$ cat src/hdl/vocd_pkg.sv
// Package: types, codes and constants shared by the VOC block stream decoder.
package vocd_pkg;

    typedef enum logic [2:0] {
        PH_HEADER,
        PH_SKIP,
        PH_TYPE,
        PH_LEN,
        PH_BODY,
        PH_DONE,
        PH_FAIL
    } phase_t;

    typedef enum logic [1:0] {
        SQ_IDLE,
        SQ_DIV,
        SQ_POST
    } seq_t;

    typedef enum logic [1:0] {
        OP_PCM_RATE,
        OP_SILENCE,
        OP_EXT_RATE
    } div_op_t;

    localparam logic [3:0] ST_OK          = 4'd0;
    localparam logic [3:0] ST_BAD_HEADER  = 4'd1;
    localparam logic [3:0] ST_BAD_OFFSET  = 4'd2;
    localparam logic [3:0] ST_TRUNCATED   = 4'd3;
    localparam logic [3:0] ST_BAD_BLOCK   = 4'd4;
    localparam logic [3:0] ST_RATE_MISM   = 4'd5;
    localparam logic [3:0] ST_NO_RATE     = 4'd6;
    localparam logic [3:0] ST_UNSUPPORTED = 4'd7;
    localparam logic [3:0] ST_NO_AUDIO    = 4'd8;

    localparam logic [7:0] KIND_PCM      = 8'd1;
    localparam logic [7:0] KIND_CONT     = 8'd2;
    localparam logic [7:0] KIND_SILENCE  = 8'd3;
    localparam logic [7:0] KIND_LOOP     = 8'd6;
    localparam logic [7:0] KIND_EXT      = 8'd8;
    localparam logic [7:0] KIND_PCM_NEW  = 8'd9;

    localparam logic [7:0]  SIG_EOF      = 8'h1a;
    localparam logic [31:0] SIG_LEN      = 32'd19;
    localparam logic [31:0] HDR_LEN      = 32'd26;
    localparam logic [7:0]  SILENCE_VAL  = 8'h80;
    localparam logic [7:0]  RATE_BYTE_MAX = 8'hff;
    localparam logic [31:0] RATE_BASE    = 32'd1000000;
    localparam logic [31:0] EXT_BASE     = 32'd256000000;
    localparam logic [8:0]  TC_BASE      = 9'd256;
    localparam logic [16:0] EXT_TC_BASE  = 17'd65536;

    typedef struct packed {
        logic [7:0]  sample;
        logic [16:0] repeat_n;
        logic        is_final;
        logic [3:0]  status;
        logic [31:0] rate;
        logic        loop_seen;
    } res_t;

    function automatic logic [7:0] sig_byte(input logic [4:0] idx);
        logic [7:0] v;
        unique case (idx)
            5'd0:  v = 8'h43;
            5'd1:  v = 8'h72;
            5'd2:  v = 8'h65;
            5'd3:  v = 8'h61;
            5'd4:  v = 8'h74;
            5'd5:  v = 8'h69;
            5'd6:  v = 8'h76;
            5'd7:  v = 8'h65;
            5'd8:  v = 8'h20;
            5'd9:  v = 8'h56;
            5'd10: v = 8'h6f;
            5'd11: v = 8'h69;
            5'd12: v = 8'h63;
            5'd13: v = 8'h65;
            5'd14: v = 8'h20;
            5'd15: v = 8'h46;
            5'd16: v = 8'h69;
            5'd17: v = 8'h6c;
            5'd18: v = 8'h65;
            default: v = 8'h00;
        endcase
        return v;
    endfunction

endpackage

$ cat src/hdl/voc_block_stream_decoder.sv
// VOC block stream decoder: header check, block walk, shared rate divider, result queue.
module voc_block_stream_decoder
    import vocd_pkg::*;
(
    input  logic        aclk,
    input  logic        aresetn,
    input  logic        s_valid,
    output logic        s_ready,
    input  logic [7:0]  s_data_byte,
    input  logic        s_last_byte,
    output logic        m_valid,
    input  logic        m_ready,
    output logic [7:0]  m_sample_value,
    output logic [16:0] m_repeat_count,
    output logic        m_is_final,
    output logic [3:0]  m_status,
    output logic [31:0] m_stream_rate,
    output logic        m_loop_seen
);

// Takes one file byte per cycle while the divider is idle and the queue has room.
// A byte that needs a rate computed (the codec byte of a type 1 block without a
// pending extended rate, the rate byte of a type 3 block) runs the shared 32-step
// restoring divider, then the post step applies the result; the block is not
// ready until that is done. The channel byte of a type 8 block runs the divider
// twice. Results pass through a two-entry queue; since one byte can add two
// results, a byte is taken only while the queue is empty or its one waiting
// result leaves in the same cycle. A nonzero status on the final result means
// the samples already sent must be discarded.

    phase_t      phase_reg,  phase_next;
    seq_t        seq_reg,    seq_next;
    div_op_t     op_reg,     op_next;
    logic [31:0] pos_reg,    pos_next;
    logic [15:0] offset_reg, offset_next;
    logic [7:0]  kind_reg,   kind_next;
    logic [23:0] remain_reg, remain_next;
    logic [23:0] index_reg,  index_next;
    logic [31:0] cur_reg,    cur_next;
    logic [31:0] ext_reg,    ext_next;
    logic [8:0]  ch_reg,     ch_next;
    logic [31:0] locked_reg, locked_next;
    logic        loop_reg,   loop_next;
    logic        any_reg,    any_next;
    logic [3:0]  err_reg,    err_next;
    logic        lastp_reg,  lastp_next;
    logic        pass2_reg,  pass2_next;
    logic [4:0]  cnt_reg,    cnt_next;
    logic [16:0] rem_reg,    rem_next;
    logic [31:0] quo_reg,    quo_next;
    logic [16:0] dvs_reg,    dvs_next;
    logic [1:0]  qcnt_reg,   qcnt_next;
    res_t        q0_reg,     q0_next;
    res_t        q1_reg,     q1_next;
    logic [7:0]  scratch [12];

    logic        acc, pop, room, scr_we, div_go, do_final, do_clear;
    logic [3:0]  scr_idx;
    logic [31:0] fp1, rate_v;
    logic [23:0] len_v;
    logic [3:0]  fin_status;
    logic [1:0]  push_n, c1;
    res_t        push0, push1, fin_res, samp_res, s0, s1;
    logic [17:0] trial;
    logic        ge;

    assign pop     = m_valid && m_ready;
    assign room    = (qcnt_reg == 2'd0) || ((qcnt_reg == 2'd1) && m_ready);
    assign s_ready = (seq_reg == SQ_IDLE) && room;
    assign acc     = s_valid && s_ready;

    assign m_valid        = (qcnt_reg != 2'd0);
    assign m_sample_value = q0_reg.sample;
    assign m_repeat_count = q0_reg.repeat_n;
    assign m_is_final     = q0_reg.is_final;
    assign m_status       = q0_reg.status;
    assign m_stream_rate  = q0_reg.rate;
    assign m_loop_seen    = q0_reg.loop_seen;

    assign trial = {rem_reg, quo_reg[31]};
    assign ge    = (trial >= {1'b0, dvs_reg});

    always_comb begin
        phase_next  = phase_reg;
        seq_next    = seq_reg;
        op_next     = op_reg;
        pos_next    = pos_reg;
        offset_next = offset_reg;
        kind_next   = kind_reg;
        remain_next = remain_reg;
        index_next  = index_reg;
        cur_next    = cur_reg;
        ext_next    = ext_reg;
        ch_next     = ch_reg;
        locked_next = locked_reg;
        loop_next   = loop_reg;
        any_next    = any_reg;
        err_next    = err_reg;
        lastp_next  = lastp_reg;
        pass2_next  = pass2_reg;
        cnt_next    = cnt_reg;
        rem_next    = rem_reg;
        quo_next    = quo_reg;
        dvs_next    = dvs_reg;
        scr_we      = 1'b0;
        scr_idx     = index_reg[3:0];
        div_go      = 1'b0;
        do_final    = 1'b0;
        do_clear    = 1'b0;
        push_n      = 2'd0;
        push0       = '0;
        push1       = '0;
        samp_res    = '0;
        rate_v      = '0;
        len_v       = '0;
        fp1         = (pos_reg != 32'hffff_ffff) ? pos_reg + 32'd1 : pos_reg;
        fin_status  = ST_OK;
        fin_res     = '0;

        if (acc) begin
            pos_next = fp1;
            unique case (phase_reg)
                PH_HEADER: begin
                    if (pos_reg < SIG_LEN) begin
                        if (s_data_byte != sig_byte(pos_reg[4:0])) begin
                            phase_next = PH_FAIL;
                            err_next   = ST_BAD_HEADER;
                        end
                    end else if (pos_reg == 32'd19) begin
                        if (s_data_byte != SIG_EOF) begin
                            phase_next = PH_FAIL;
                            err_next   = ST_BAD_HEADER;
                        end
                    end else if (pos_reg == 32'd20) begin
                        offset_next = {8'd0, s_data_byte};
                    end else if (pos_reg == 32'd21) begin
                        offset_next = {s_data_byte, offset_reg[7:0]};
                    end else if (pos_reg >= 32'd25) begin
                        if ({16'd0, offset_reg} < HDR_LEN) begin
                            phase_next = PH_FAIL;
                            err_next   = ST_BAD_OFFSET;
                        end else begin
                            phase_next = (fp1 >= {16'd0, offset_reg}) ? PH_TYPE : PH_SKIP;
                        end
                    end
                end
                PH_SKIP: begin
                    if (fp1 >= {16'd0, offset_reg}) phase_next = PH_TYPE;
                end
                PH_TYPE: begin
                    if (s_data_byte == 8'd0) begin
                        phase_next = PH_DONE;
                    end else begin
                        kind_next   = s_data_byte;
                        remain_next = '0;
                        index_next  = '0;
                        phase_next  = PH_LEN;
                    end
                end
                PH_LEN: begin
                    len_v = remain_reg;
                    unique case (index_reg[1:0])
                        2'd0:    len_v[7:0]   = len_v[7:0]   | s_data_byte;
                        2'd1:    len_v[15:8]  = len_v[15:8]  | s_data_byte;
                        2'd2:    len_v[23:16] = len_v[23:16] | s_data_byte;
                        default: len_v = len_v;
                    endcase
                    remain_next = len_v;
                    index_next  = index_reg + 24'd1;
                    if (index_reg >= 24'd2) begin
                        index_next = '0;
                        phase_next = (len_v != 24'd0) ? PH_BODY : PH_TYPE;
                        priority if (kind_reg == KIND_PCM && len_v < 24'd2) begin
                            phase_next = PH_FAIL;
                            err_next   = ST_BAD_BLOCK;
                        end else if (kind_reg == KIND_CONT && cur_reg == 32'd0) begin
                            phase_next = PH_FAIL;
                            err_next   = ST_NO_RATE;
                        end else if (kind_reg == KIND_SILENCE && len_v < 24'd3) begin
                            phase_next = PH_FAIL;
                            err_next   = ST_BAD_BLOCK;
                        end else if (kind_reg == KIND_LOOP) begin
                            loop_next = 1'b1;
                        end else if (kind_reg == KIND_EXT && len_v < 24'd4) begin
                            phase_next = PH_FAIL;
                            err_next   = ST_BAD_BLOCK;
                        end else if (kind_reg == KIND_PCM_NEW && len_v < 24'd12) begin
                            phase_next = PH_FAIL;
                            err_next   = ST_BAD_BLOCK;
                        end
                    end
                end
                PH_BODY: begin
                    scr_we = (index_reg < 24'd12);
                    samp_res = '{sample: s_data_byte, repeat_n: 17'd1, is_final: 1'b0,
                                 status: ST_OK, rate: locked_reg, loop_seen: loop_reg};
                    if (kind_reg == KIND_PCM) begin
                        if (index_reg == 24'd1) begin
                            if (s_data_byte != 8'd0 || ch_reg != 9'd1) begin
                                phase_next = PH_FAIL;
                                err_next   = ST_UNSUPPORTED;
                            end else if (ext_reg != 32'd0) begin
                                cur_next = ext_reg;
                                if (locked_reg == 32'd0) begin
                                    locked_next = ext_reg;
                                end else if (locked_reg != ext_reg) begin
                                    phase_next = PH_FAIL;
                                    err_next   = ST_RATE_MISM;
                                end
                                ext_next = '0;
                                ch_next  = 9'd1;
                            end else begin
                                div_go   = 1'b1;
                                op_next  = OP_PCM_RATE;
                                quo_next = RATE_BASE;
                                dvs_next = {8'd0, 9'(TC_BASE - {1'b0, scratch[0]})};
                            end
                        end else if (index_reg >= 24'd2) begin
                            push_n   = 2'd1;
                            push0    = samp_res;
                            any_next = 1'b1;
                        end
                    end else if (kind_reg == KIND_CONT) begin
                        push_n   = 2'd1;
                        push0    = samp_res;
                        any_next = 1'b1;
                    end else if (kind_reg == KIND_SILENCE) begin
                        if (index_reg == 24'd2) begin
                            if (s_data_byte == RATE_BYTE_MAX) begin
                                phase_next = PH_FAIL;
                                err_next   = ST_BAD_BLOCK;
                            end else begin
                                div_go   = 1'b1;
                                op_next  = OP_SILENCE;
                                quo_next = RATE_BASE;
                                dvs_next = {8'd0, 9'(TC_BASE - {1'b0, s_data_byte})};
                            end
                        end
                    end else if (kind_reg == KIND_EXT) begin
                        if (index_reg == 24'd2) begin
                            if (s_data_byte != 8'd0) begin
                                phase_next = PH_FAIL;
                                err_next   = ST_UNSUPPORTED;
                            end
                        end else if (index_reg == 24'd3) begin
                            ch_next  = {1'b0, s_data_byte} + 9'd1;
                            div_go   = 1'b1;
                            op_next  = OP_EXT_RATE;
                            quo_next = EXT_BASE;
                            dvs_next = 17'(EXT_TC_BASE - {1'b0, scratch[1], scratch[0]});
                        end
                    end else if (kind_reg == KIND_PCM_NEW) begin
                        if (index_reg == 24'd4) begin
                            if (s_data_byte != 8'd8) begin
                                phase_next = PH_FAIL;
                                err_next   = ST_UNSUPPORTED;
                            end
                        end else if (index_reg == 24'd5) begin
                            if (s_data_byte != 8'd1) begin
                                phase_next = PH_FAIL;
                                err_next   = ST_UNSUPPORTED;
                            end
                        end else if (index_reg == 24'd7) begin
                            rate_v = {scratch[3], scratch[2], scratch[1], scratch[0]};
                            if ({s_data_byte, scratch[6]} != 16'd0) begin
                                phase_next = PH_FAIL;
                                err_next   = ST_UNSUPPORTED;
                            end else begin
                                cur_next = rate_v;
                                if (locked_reg == 32'd0) begin
                                    locked_next = rate_v;
                                end else if (locked_reg != rate_v) begin
                                    phase_next = PH_FAIL;
                                    err_next   = ST_RATE_MISM;
                                end
                            end
                        end else if (index_reg >= 24'd12) begin
                            push_n   = 2'd1;
                            push0    = samp_res;
                            any_next = 1'b1;
                        end
                    end
                    if (phase_next == PH_BODY) begin
                        index_next  = index_reg + 24'd1;
                        remain_next = remain_reg - 24'd1;
                        if (remain_reg == 24'd1) phase_next = PH_TYPE;
                    end
                end
                PH_DONE, PH_FAIL: begin
                    phase_next = phase_reg;
                end
                default: phase_next = phase_reg;
            endcase
            if (div_go) begin
                seq_next   = SQ_DIV;
                lastp_next = s_last_byte;
                pass2_next = 1'b0;
                cnt_next   = '0;
                rem_next   = '0;
            end else begin
                do_final = s_last_byte;
            end
        end

        if (seq_reg == SQ_DIV) begin
            rem_next = ge ? 17'(trial - {1'b0, dvs_reg}) : trial[16:0];
            quo_next = {quo_reg[30:0], ge};
            cnt_next = cnt_reg + 5'd1;
            if (cnt_reg == 5'd31) begin
                if (op_reg == OP_EXT_RATE && !pass2_reg) begin
                    pass2_next = 1'b1;
                    rem_next   = '0;
                    dvs_next   = {8'd0, ch_reg};
                end else begin
                    seq_next = SQ_POST;
                end
            end
        end

        if (seq_reg == SQ_POST && room) begin
            seq_next = SQ_IDLE;
            do_final = lastp_reg;
            if (op_reg == OP_EXT_RATE) begin
                ext_next = quo_reg;
            end else begin
                cur_next = quo_reg;
                if (locked_reg == 32'd0) begin
                    locked_next = quo_reg;
                end else if (locked_reg != quo_reg) begin
                    phase_next = PH_FAIL;
                    err_next   = ST_RATE_MISM;
                end
                if (phase_next != PH_FAIL) begin
                    if (op_reg == OP_PCM_RATE) begin
                        ext_next = '0;
                        ch_next  = 9'd1;
                    end else begin
                        push_n   = 2'd1;
                        push0    = '{sample: SILENCE_VAL,
                                     repeat_n: {1'b0, scratch[1], scratch[0]} + 17'd1,
                                     is_final: 1'b0, status: ST_OK,
                                     rate: locked_next, loop_seen: loop_reg};
                        any_next = 1'b1;
                    end
                end
            end
        end

        if (do_final) begin
            unique case (phase_next)
                PH_FAIL:          fin_status = err_next;
                PH_HEADER:        fin_status = ST_BAD_HEADER;
                PH_SKIP:          fin_status = ST_BAD_OFFSET;
                PH_LEN, PH_BODY:  fin_status = ST_TRUNCATED;
                default: fin_status = (locked_next == 32'd0) ? ST_NO_RATE
                                    : (any_next ? ST_OK : ST_NO_AUDIO);
            endcase
            fin_res = '{sample: 8'd0, repeat_n: 17'd0, is_final: 1'b1, status: fin_status,
                        rate: locked_next, loop_seen: loop_next};
            if (push_n == 2'd0) begin
                push0 = fin_res;
            end else begin
                push1 = fin_res;
            end
            push_n   = push_n + 2'd1;
            do_clear = 1'b1;
        end

        if (do_clear) begin
            phase_next  = PH_HEADER;
            pos_next    = '0;
            offset_next = '0;
            kind_next   = '0;
            remain_next = '0;
            index_next  = '0;
            cur_next    = '0;
            ext_next    = '0;
            ch_next     = 9'd1;
            locked_next = '0;
            loop_next   = 1'b0;
            any_next    = 1'b0;
            err_next    = ST_OK;
        end

        c1 = qcnt_reg - {1'b0, pop};
        s0 = pop ? q1_reg : q0_reg;
        s1 = q1_reg;
        q0_next   = (c1 == 2'd0) ? push0 : s0;
        q1_next   = (c1 == 2'd0) ? push1 : ((c1 == 2'd1) ? push0 : s1);
        qcnt_next = c1 + push_n;
    end

    always_ff @(posedge aclk) begin
        if (!aresetn) begin
            phase_reg  <= PH_HEADER;
            seq_reg    <= SQ_IDLE;
            op_reg     <= OP_PCM_RATE;
            pos_reg    <= '0;
            offset_reg <= '0;
            kind_reg   <= '0;
            remain_reg <= '0;
            index_reg  <= '0;
            cur_reg    <= '0;
            ext_reg    <= '0;
            ch_reg     <= 9'd1;
            locked_reg <= '0;
            loop_reg   <= 1'b0;
            any_reg    <= 1'b0;
            err_reg    <= ST_OK;
            lastp_reg  <= 1'b0;
            pass2_reg  <= 1'b0;
            cnt_reg    <= '0;
            qcnt_reg   <= '0;
        end else begin
            phase_reg  <= phase_next;
            seq_reg    <= seq_next;
            op_reg     <= op_next;
            pos_reg    <= pos_next;
            offset_reg <= offset_next;
            kind_reg   <= kind_next;
            remain_reg <= remain_next;
            index_reg  <= index_next;
            cur_reg    <= cur_next;
            ext_reg    <= ext_next;
            ch_reg     <= ch_next;
            locked_reg <= locked_next;
            loop_reg   <= loop_next;
            any_reg    <= any_next;
            err_reg    <= err_next;
            lastp_reg  <= lastp_next;
            pass2_reg  <= pass2_next;
            cnt_reg    <= cnt_next;
            qcnt_reg   <= qcnt_next;
        end
    end

    always_ff @(posedge aclk) begin
        rem_reg <= rem_next;
        quo_reg <= quo_next;
        dvs_reg <= dvs_next;
        q0_reg  <= q0_next;
        q1_reg  <= q1_next;
        if (scr_we) begin
            scratch[scr_idx] <= s_data_byte;
        end
    end

    a_queue_bound: assert property (@(posedge aclk) disable iff (!aresetn)
        qcnt_reg != 2'd3)
        else $error("result queue overflow");

    a_last_resets: assert property (@(posedge aclk) disable iff (!aresetn)
        acc && s_last_byte && !div_go |=> phase_reg == PH_HEADER && pos_reg == 32'd0)
        else $error("parse state not cleared after last byte");

    a_div_ends: assert property (@(posedge aclk) disable iff (!aresetn)
        seq_reg == SQ_DIV && cnt_reg == 5'd31 && (op_reg != OP_EXT_RATE || pass2_reg)
        |=> seq_reg == SQ_POST)
        else $error("divider did not hand over to post step");

    a_busy_no_take: assert property (@(posedge aclk) disable iff (!aresetn)
        acc && div_go |=> !s_ready && seq_reg == SQ_DIV)
        else $error("byte taken while divider busy");

endmodule

$ cat config.mk
export PLATFORM = sky130hd
export DESIGN_NAME = voc_block_stream_decoder
export DESIGN_NICKNAME = d
export VERILOG_FILES = /design/src/hdl/vocd_pkg.sv /design/src/hdl/voc_block_stream_decoder.sv
export SDC_FILE = /design/constraint.sdc
export NUM_CORES = 1
export LEC_CHECK = 0
export ABC_CLOCK_PERIOD_IN_PS = 9470
export BUFFER_PORTS_ARGS = -buffer_cell sky130_fd_sc_hd__buf_2
export CORE_MARGIN = 3
export CORE_UTILIZATION = 48
export DETAILED_ROUTE_END_ITERATION = 8
export PLACE_DENSITY = 0.69
export SYNTH_ARGS = -nofsm -noshare
export SYNTH_HDL_FRONTEND = slang
export SYNTH_SLANG_ARGS = --single-unit
$ cat constraint.sdc
create_clock -name aclk -period 9.47 [get_ports aclk]
set_input_delay 1.4205 -clock aclk [delete_from_list [all_inputs] [get_ports aclk]]
set_output_delay 1.4205 -clock aclk [all_outputs]
set_load 0.1 [all_outputs]
* Yosys cells after proc, flatten, opt, wreduce, memory -nomap -nowiden
Memories as Yosys holds them, arrays and structs flattened. A register that Yosys moved wholly into a read port is not among the register bits.
Index checks and enable logic that the tools add are counted.
** Cells by class
- Multiply operators :: 0
- Order comparisons :: 12
- Shift-type cells :: 0
- Bitwise gates (word level) :: 7
- Equal/unequal tests :: 60
- Add/subtract/negate cells :: 13
- Reductions and logical operators :: 53
- Divide/modulo/power cells :: 0
- Multiplexer cells :: 330
** Operators by type and width (count)
- 32-bit 2-to-1 mux :: 60
- 63-bit 2-to-1 mux :: 23
- 17-bit 2-to-1 mux :: 22
- 4-bit 2-to-1 mux :: 44
- 3-bit 2-to-1 mux :: 51
- 24-bit one-hot mux with 3 select lines :: 2
- 9-bit 2-to-1 mux :: 15
- 32-bit by 5-bit == test with 1-bit output, second input constant :: 3
- 32-bit zero test :: 3
- 24-bit 2-to-1 mux :: 4
- 8-bit 2-to-1 mux :: 12
- 32-bit inequality test :: 3
- 38-bit 2-to-1 mux :: 2
- 24-bit by 3-bit == test with 1-bit output, second input constant :: 3
- 1-bit 2-to-1 mux :: 60
- 2-bit 2-to-1 mux :: 25
- 24-bit by 1-bit == test with 1-bit output, second input constant :: 2
- 24-bit by 2-bit == test with 1-bit output, second input constant :: 2
- 24-bit by 2-bit < comparator with 1-bit output, second input constant :: 2
- 24-bit by 4-bit < comparator with 1-bit output, second input constant :: 2
- 32-bit by 1-bit adder with 32-bit output, second input constant :: 1
- 32-bit by 16-bit greater-or-equal comparator with 1-bit output :: 1
- 32-bit by 5-bit greater-or-equal comparator with 1-bit output, second input constant :: 1
- 32-bit by 5-bit < comparator with 1-bit output, second input constant :: 1
- other kinds (66) :: 131
** Word-level totals
- Output and inout port bits :: 65
- Memory bits (read-only) :: 224
- Logic and storage cells :: 512
- Memory bits (writable) :: 96
- Flip-flop bits (word level) :: 423
- Latch bits :: 0
- Memories kept :: 2
** Memory list
- (name not given) :: depth 32, bits a word 7, read ports 1, clocked after Yosys merged registers in 1, wr ports 0, line vocd_pkg.sv:64 : unique case (idx)
- scratch :: depth 12, bits a word 8, read ports 5, clocked after Yosys merged registers in 0, wr ports 1, line voc_block_stream_decoder.sv:55 : logic [7:0] scratch [12];

* Logic depth before layout (Yosys ltp)
Gate-level depths: netlist (run 1).
An unclocked memory read counts as a cell.
- Depth after elaboration :: 34
- Depth in mapped cells :: 27
- Gate-level depth less buffers :: 25

* Worst setup path before layout (run 1)
OpenSTA, ideal clock, no wires.
- Path kind :: input port to flip-flop
- Start point :: input m_ready
- End point :: register q0_reg, in the netlist m_is_final, enable pin
- Stages :: 7
- Arrival time :: 7.690 ns
- Path slack :: 1.349 ns
- Cell sequence :: and2_1 ha_1 xnor2_1 nand2_1 clkbuf_1 clkbuf_1 nand2b_1
** Between the ends
- Word-level cells in the longest chain between the ends :: 4
** RTL lines
- from (decl) :: line voc_block_stream_decoder.sv:12 : input logic m_ready,
- 1-bit logical AND (*) :: line voc_block_stream_decoder.sv:67 : assign pop = m_valid && m_ready;
- 2-bit by 1-bit subtractor with 2-bit output :: line voc_block_stream_decoder.sv:385 : c1 = qcnt_reg - {1'b0, pop};
- 2-bit zero test :: line voc_block_stream_decoder.sv:388 : q0_next = (c1 == 2'd0) ? push0 : s0;
- 2-bit nonzero test (no line) (*)
- to (signal assigned) :: line voc_block_stream_decoder.sv:441 : q0_reg <= q0_next;
- to (decl) :: line voc_block_stream_decoder.sv:53 : res_t q0_reg, q0_next;
Mark *: on every way between the ends. The rest lies on a longest branch, timed or not.
A chain may end at the register's enable or synchronous reset.

==> run_results.csv, run 1 <==
group,metric,value,unit
routing,route.vias.total,24808,
power,total_power,7.39,mW
timing,finalHoldViolCount,0,
worst_setup_path,crit_family,"simple AND/OR/NAND/NOR gates",
synthesis,synth.ff_latch_count,470,
hold_path,hold-path-cell-count,2,
floorplanning,floorplan.die.height,244,um
floorplanning,initial_core_utilization,0.489,
power,cellPowerDensity,248,mW/mm^2
timing,worst_slew_pin_slew,1.32,ns
clock_network,cts_hold_buffers,0,
worst_setup_path,critical_path.n_buffers_inverters,3,
worst_setup_path,reg2reg_depth,25,
place,port-buffer-count,77,
routing,ant_nets,0,
timing,tns,0,ns
routing,drtIter0Drc,2867,
floorplanning,die_area,0.0596,sq mm
power,power.leakage,10.7,nW
timing,finClkSkew,0.0276,ns
worst_setup_path,cp_slowest_cell,"nor4_2",
timing,timing.fmax,133,MHz
timing,period_needed,7.50,ns
layout,final_net_count,3120,
timing,setup_viol,0,
hold_path,hold_path_class,"register to register",
worst_setup_path,timing.critical_path.from_type,"register",
global_routing,global_route_wire_length_before_repair,143000,um
floorplanning,rows,86,
clock_network,clk_root_buffer_cell,"clkbuf_16",
global_routing,grt.overflow.total,0,
layout,largest_register_ffs,63,
synthesis,avgSynthCellArea,8.76,sq um
synthesis,synth_area_leaders,"edfxtp_1 24%, dfxtp_1 19%, nor2_1 5.0%, xnor2_1 4.0%, a21oi_1 3.9%",
timing,timing_max_transition_violations_final,0,
timing,slew-limit-headroom,0.120,
worst_setup_path,cp-startpoint,"pos_reg[0]$_SDFFE_PP0P_",
worst_setup_path,worstReg2RegStart,"pos_reg[0]$_SDFFE_PP0P_",
power,vdd_drop_max,354,uV
clock_network,clock-sinks,470,
worst_setup_path,setup.worst_path.class,"register to register",
synthesis,syn-cell-area,0.0272,sq mm
synthesis,seq_area_frac_synth,0.425,
outcome,status,"finished, final reports clean",
routing,postRouteWirelength,94500,um
routing,drt_pre_antenna_iters,6,
floorplanning,dieWidth,244,um
clock_network,cts_buffer_depth,3,
clock_network,cts_setup_buffers,0,
worst_setup_path,cp_data_arrival_time,7.84,ns
layout,syn2layout_area_growth,9.22,%
routing,route.detailed.wl_per_inst,24.6,um
routing,dr_drc_count,0,
global_routing,grt_pass1_vias,23270,
synthesis,post_synth_top_cells,"360 x nor2_1, 271 x nand2_1, 255 x dfxtp_1",
worst_setup_path,timing.reg2reg.setup_slack,1.97,ns
synthesis,synth_cell_type_count,95,
clock_network,cts.repair.resized,0,
synthesis,netlist.area_leader.share,0.237,
timing,rsz0062_at_grt,"no",
global_routing,globalRouteTotalUtil,0.308,
synthesis,yosys.area.top_type,"edfxtp_1",
synthesis,synth.yosys.warnings,0,
layout,layout-drive-gt1-share,0.0920,
clock_network,cts.htree.levels,2,
synthesis,synth_flop_cell,"dfxtp_1",
clock_network,clock_latency,0.61,ns
worst_setup_path,worst_path_largest_cell_delay,0.60,ns
worst_setup_path,end_kind,"register",
worst_setup_path,timing.critical_path.fanout_max,48,
clock_network,cts_tree,"yes",
place,finalWeightedCongestion,1.01,
clock_network,cts_made_buffers,53,
place,detailed_place_hpwl,67400,um
routing,drt-vias-per-instance,6.47,
synthesis,number_of_enable_type_register_cells_in_the_synthesized_netlist,215,
clock_network,clkTransAtPathRegs,0.06,ns
run,max_cap_violations,0,
synthesis,synth_fp_nets,3184,
global_routing,grt_antenna_before_repair,2,
synthesis,post_synth_inst_count,3107,
hold_path,hold_start,"ch_reg[0]$_SDFF_PP1_",
synthesis,async_reset_ff_frac,0,
floorplanning,ioPinCount,78,
floorplanning,design.core.area,0.0556,sq mm
synthesis,post-synth-top-count-cell,"nor2_1",
global_routing,maximum_number_of_pins_on_one_net_before_global_route_repair,91,
worst_setup_path,crit_cells,25,
worst_setup_path,required,9.81,ns
timing,finalCritPeriodShare,0.792,
==> worst min-delay path, cell delays in order (launching register included) <==
cell	delay, ns
dfxtp_1	0.33
nand2_1	0.05
o21ai_0	0.06
==> kinds of logic (layout without fill, tap and decap cells) <==
kind of cell    Yosys count  count (layout)  synth area share
simple gates           1210            1210             0.222
buf+inv                 331             312            0.0500
flops                   470             470             0.425
mux                      38              38            0.0141
other cells               0               1                 0
compound gates          766             766             0.186
xor+xnor                228             228            0.0734
fa+ha+maj                64              64            0.0297
==> cell type report <==
| cell class | count | area [sq um] |
|---|---|---|
| Antenna cell | 1 | 2.50 |
| Clock buffer | 65 | 1460 |
| Clock inverter | 35 | 322 |
| Fill cell | 5100 | 25900 |
| Inverter | 83 | 312 |
| Multi-Input combinational cell | 2306 | 14400 |
| Sequential cell | 470 | 11600 |
| Tap cell | 748 | 936 |
| Timing Repair Buffer | 129 | 776 |
==> power by group <==
| part | leakage, nW | internal [mW] | switching, mW |
|---|---|---|---|
| Sequential | 4.16 | 2.52 | 0.130 |
| Combinational | 5.71 | 0.482 | 2.14 |
| Clock | 0.872 | 1.24 | 0.876 |
| Total | 10.7 | 4.24 | 3.15 |
==> final timing paths <==
kind	endpoint
setup reg to reg	m_stream_rate[4]$_DFFE_PP_
hold reg to reg	dvs_reg[0]$_DFF_P_
hold / removal	dvs_reg[0]$_DFF_P_
setup / recovery	m_stream_rate[4]$_DFFE_PP_
==> placed cells by master (no fill, tap or decap), types with 27 or more instances in the layout <==
cell       instances
o22ai_1           45
buf_4             52
ha_1              63
nor4_1            78
clkbuf_16         55
a21oi_1          211
nand2_1          269
edfxtp_1         215
nor2_1           359
mux2i_1           36
nand3_1          108
o31ai_1           32
and3_1            46
o21ai_0          107
inv_1             82
and2_1            41
nor3_1            79
xnor2_1          124
xor2_1           103
a31oi_1           27
buf_2             77
a211oi_1          60
a22oi_1           39
dfxtp_1          255
nand4_1           70
o21ai_1           29
a22o_1            33
==> routing by layer <==
layer,vias up,global-route usage,wire length [um]
met1,12102,0.415,39200
met2,1253,0.494,43300
met3,233,0.0638,8500
li1,11220,-,-
met4,0,0.107,3510
met5,-,0,0
==> metrics by stage <==
stage               hold WS, ns  utilization  cell area, sq um  cells  setup slack [ns]
finish                    0.465        0.534             29700   3837              1.97
global route              0.482        0.534             29700   3836              1.27
floorplan                 0.424            -             27200   3107              1.35
detailed placement        0.448        0.502             27900   3736              2.00
global placement          0.444        0.502             27900   3736              2.27
CTS                       0.463        0.534             29700   3836              1.99
Power figures use the tool's default switching activity.
==> run 2: changes to the inputs <==
--- a/config.mk
+++ b/config.mk
@@ -5,7 +5,7 @@
 export SDC_FILE = /design/constraint.sdc
 export NUM_CORES = 1
 export LEC_CHECK = 0
-export ABC_CLOCK_PERIOD_IN_PS = 9470
+export ABC_CLOCK_PERIOD_IN_PS = 7150
 export BUFFER_PORTS_ARGS = -buffer_cell sky130_fd_sc_hd__buf_2
 export CORE_MARGIN = 3
 export CORE_UTILIZATION = 48
==> constraint.sdc (replaced) <==
create_clock -name aclk -period 7.15 [get_ports aclk]
set_input_delay 1.0725 -clock aclk [delete_from_list [all_inputs] [get_ports aclk]]
set_output_delay 1.0725 -clock aclk [all_outputs]
set_load 0.1 [all_outputs]
==> run 2 against run 1 <==
Against the previous run:
- fmax rose by 14%
- register-to-register slack worse by 1.4 ns
- utilization up 0.094 points
- hold slack worse by 0.0036 ns
- non-clock buffer count grew 13
==> run_results.csv, run 2 (synthesis results as in run 1) <==
group,metric,value,unit
layout,mostFrequentLayoutCells,"358 x nor2_1, 269 x nand2_1, 255 x dfxtp_1, 215 x edfxtp_1, 211 x a21oi_1",
floorplanning,die_area,0.0596,sq mm
layout,layout-drive-gt1-share,0.0945,
timing,tns,0,ns
clock_network,cts.repair.resized,0,
routing,drt_pre_antenna_iters,7,
power,vdd_drop_max,327,uV
floorplanning,dieWidth,244,um
floorplanning,rows,86,
routing,drt-vias-per-instance,6.54,
clock_network,cts_hold_buffers,0,
timing,timing_max_transition_violations_final,0,
clock_network,clkTransAtPathRegs,0.06,ns
global_routing,global_route_wire_length_before_repair,140000,um
worst_setup_path,required,7.48,ns
power,power.leakage,10.8,nW
timing,finalHoldViolCount,0,
global_routing,maximum_number_of_pins_on_one_net_before_global_route_repair,108,
hold_path,hold_path_class,"register to register",
timing,period_needed,6.58,ns
routing,postRouteWirelength,93400,um
floorplanning,floorplan.die.height,244,um
global_routing,grt_antenna_before_repair,0,
timing,finClkSkew,0.0194,ns
layout,footprint_of_the_multi_input_gates,0.0144,sq mm
worst_setup_path,timing.critical_path.fanout_max,20,
layout,regArea,0.0116,sq mm
worst_setup_path,end_kind,"register",
global_routing,globalRouteTotalUtil,0.301,
floorplanning,ioPinCount,78,
timing,slew-limit-headroom,0.165,
worst_setup_path,setup.worst_path.class,"register to register",
clock_network,cts_made_buffers,52,
clock_network,cts_tree,"yes",
timing,finalCritPeriodShare,0.920,
routing,ant_nets,0,
routing,route.vias.total,25180,
power,cellPowerDensity,326,mW/mm^2
place,finalWeightedCongestion,1.05,
clock_network,clk_root_buffer_cell,"clkbuf_16",
clock_network,cts_buffer_depth,3,
worst_setup_path,cp_data_arrival_time,6.91,ns
global_routing,grt_pass1_vias,23123,
floorplanning,initial_core_utilization,0.489,
layout,largest_register_ffs,63,
place,detailed_place_hpwl,65300,um
clock_network,clock_latency,0.61,ns
layout,most_common_cell_after_layout_fill_and_taps_aside,"nor2_1",
clock_network,cts.htree.levels,2,
global_routing,grt.overflow.total,0,
layout,layout.filler_cells,5055,
routing,drtIter0Drc,3138,
layout,final_net_count,3132,
routing,route.detailed.wl_per_inst,24.3,um
routing,dr_drc_count,0,
layout,syn2layout_area_growth,9.42,%
run,max_cap_violations,0,
timing,worst_slew_pin_slew,1.25,ns
timing,setup_viol,0,
floorplanning,design.core.area,0.0556,sq mm
clock_network,cts_setup_buffers,0,
clock_network,clock-sinks,470,
timing,timing.fmax,152,MHz
worst_setup_path,timing.critical_path.from_type,"register",
place,port-buffer-count,77,
timing,rsz0062_at_grt,"no",
outcome,status,"finished, final reports clean",
layout,final_core_util,0.535,
==> run 2: final timing paths <==
| kind | from | to | slack, ns | depth (start not counted) |
|---|---|---|---|---|
| max | pos_reg[0]$_SDFFE_PP0P_ | m_stream_rate[25]$_DFFE_PP_ | 0.57 | 25 |
| min | dvs_reg[12]$_DFF_P_ | dvs_reg[12]$_DFF_P_ | 0.46 | 2 |
| max reg2reg | pos_reg[0]$_SDFFE_PP0P_ | m_stream_rate[25]$_DFFE_PP_ | 0.57 | 25 |
| min reg2reg | dvs_reg[12]$_DFF_P_ | dvs_reg[12]$_DFF_P_ | 0.46 | 2 |
==> run 2: metrics by stage <==
| step | hold WS (ns) | power [mW] | std cells | area (sq um) | setup WS, ns |
|---|---|---|---|---|---|
| after floorplan | 0.424 | 6.24 | 3107 | 27200 | 1.02 |
| after global placement | 0.448 | 6.93 | 3749 | 28000 | 0.914 |
| after detailed placement | 0.460 | 7.00 | 3749 | 28000 | 0.632 |
| after CTS | 0.467 | 9.68 | 3847 | 29800 | 0.613 |
| after global routing | 0.489 | 10.1 | 3847 | 29800 | 0.173 |
| final | 0.462 | 9.69 | 3848 | 29800 | 0.572 |
==> run 2: area by class of cell <==
class,instances,area share
Multi-Input combinational cell,2306,0.482
Sequential cell,470,0.388
Clock buffer,80,0.0534
Tap cell,748,0.0314
Timing Repair Buffer,142,0.0293
Inverter,83,0.0105
Clock inverter,18,0.00450
Antenna cell,1,0.0000840
==> run 2: per-layer routing <==
layer | up-vias | GRT usage | routed length, um
li1 | 11236 | - | -
met1 | 12156 | 0.398 | 36900
met2 | 1483 | 0.478 | 42100
met3 | 305 | 0.0539 | 9620
met4 | 0 | 0.140 | 4750
met5 | - | 0 | 0
==> run 2: worst max-delay path: stages (launching register included) <==
cell      delay [ns]
dfxtp_1         0.43
ha_1            0.33
nand4_1         0.18
or2_2           0.36
nor4_2          0.23
buf_4           0.19
nand2_1         0.13
nand2_1         0.14
nor2_1          0.11
nand4_1         0.18
nor2_1          0.08
xor2_1          0.15
ha_1            0.21
a211oi_1        0.23
o21bai_1        0.11
or4_1           0.50
or4_1           0.59
nor4_4          0.35
o41ai_2         0.30
a31oi_4         0.35
nor2_2          0.14
inv_2           0.29
nor3_2          0.12
buf_4           0.28
a22oi_1         0.19
o21ai_0         0.13
==> run 2: where the power goes <==
group	internal (mW)	switching [mW]	leakage, nW	total [mW]
combinational	0.648	2.82	5.78	3.46
clock	1.57	1.14	0.859	2.71
sequential	3.34	0.185	4.16	3.52
total	5.56	4.14	10.8	9.69
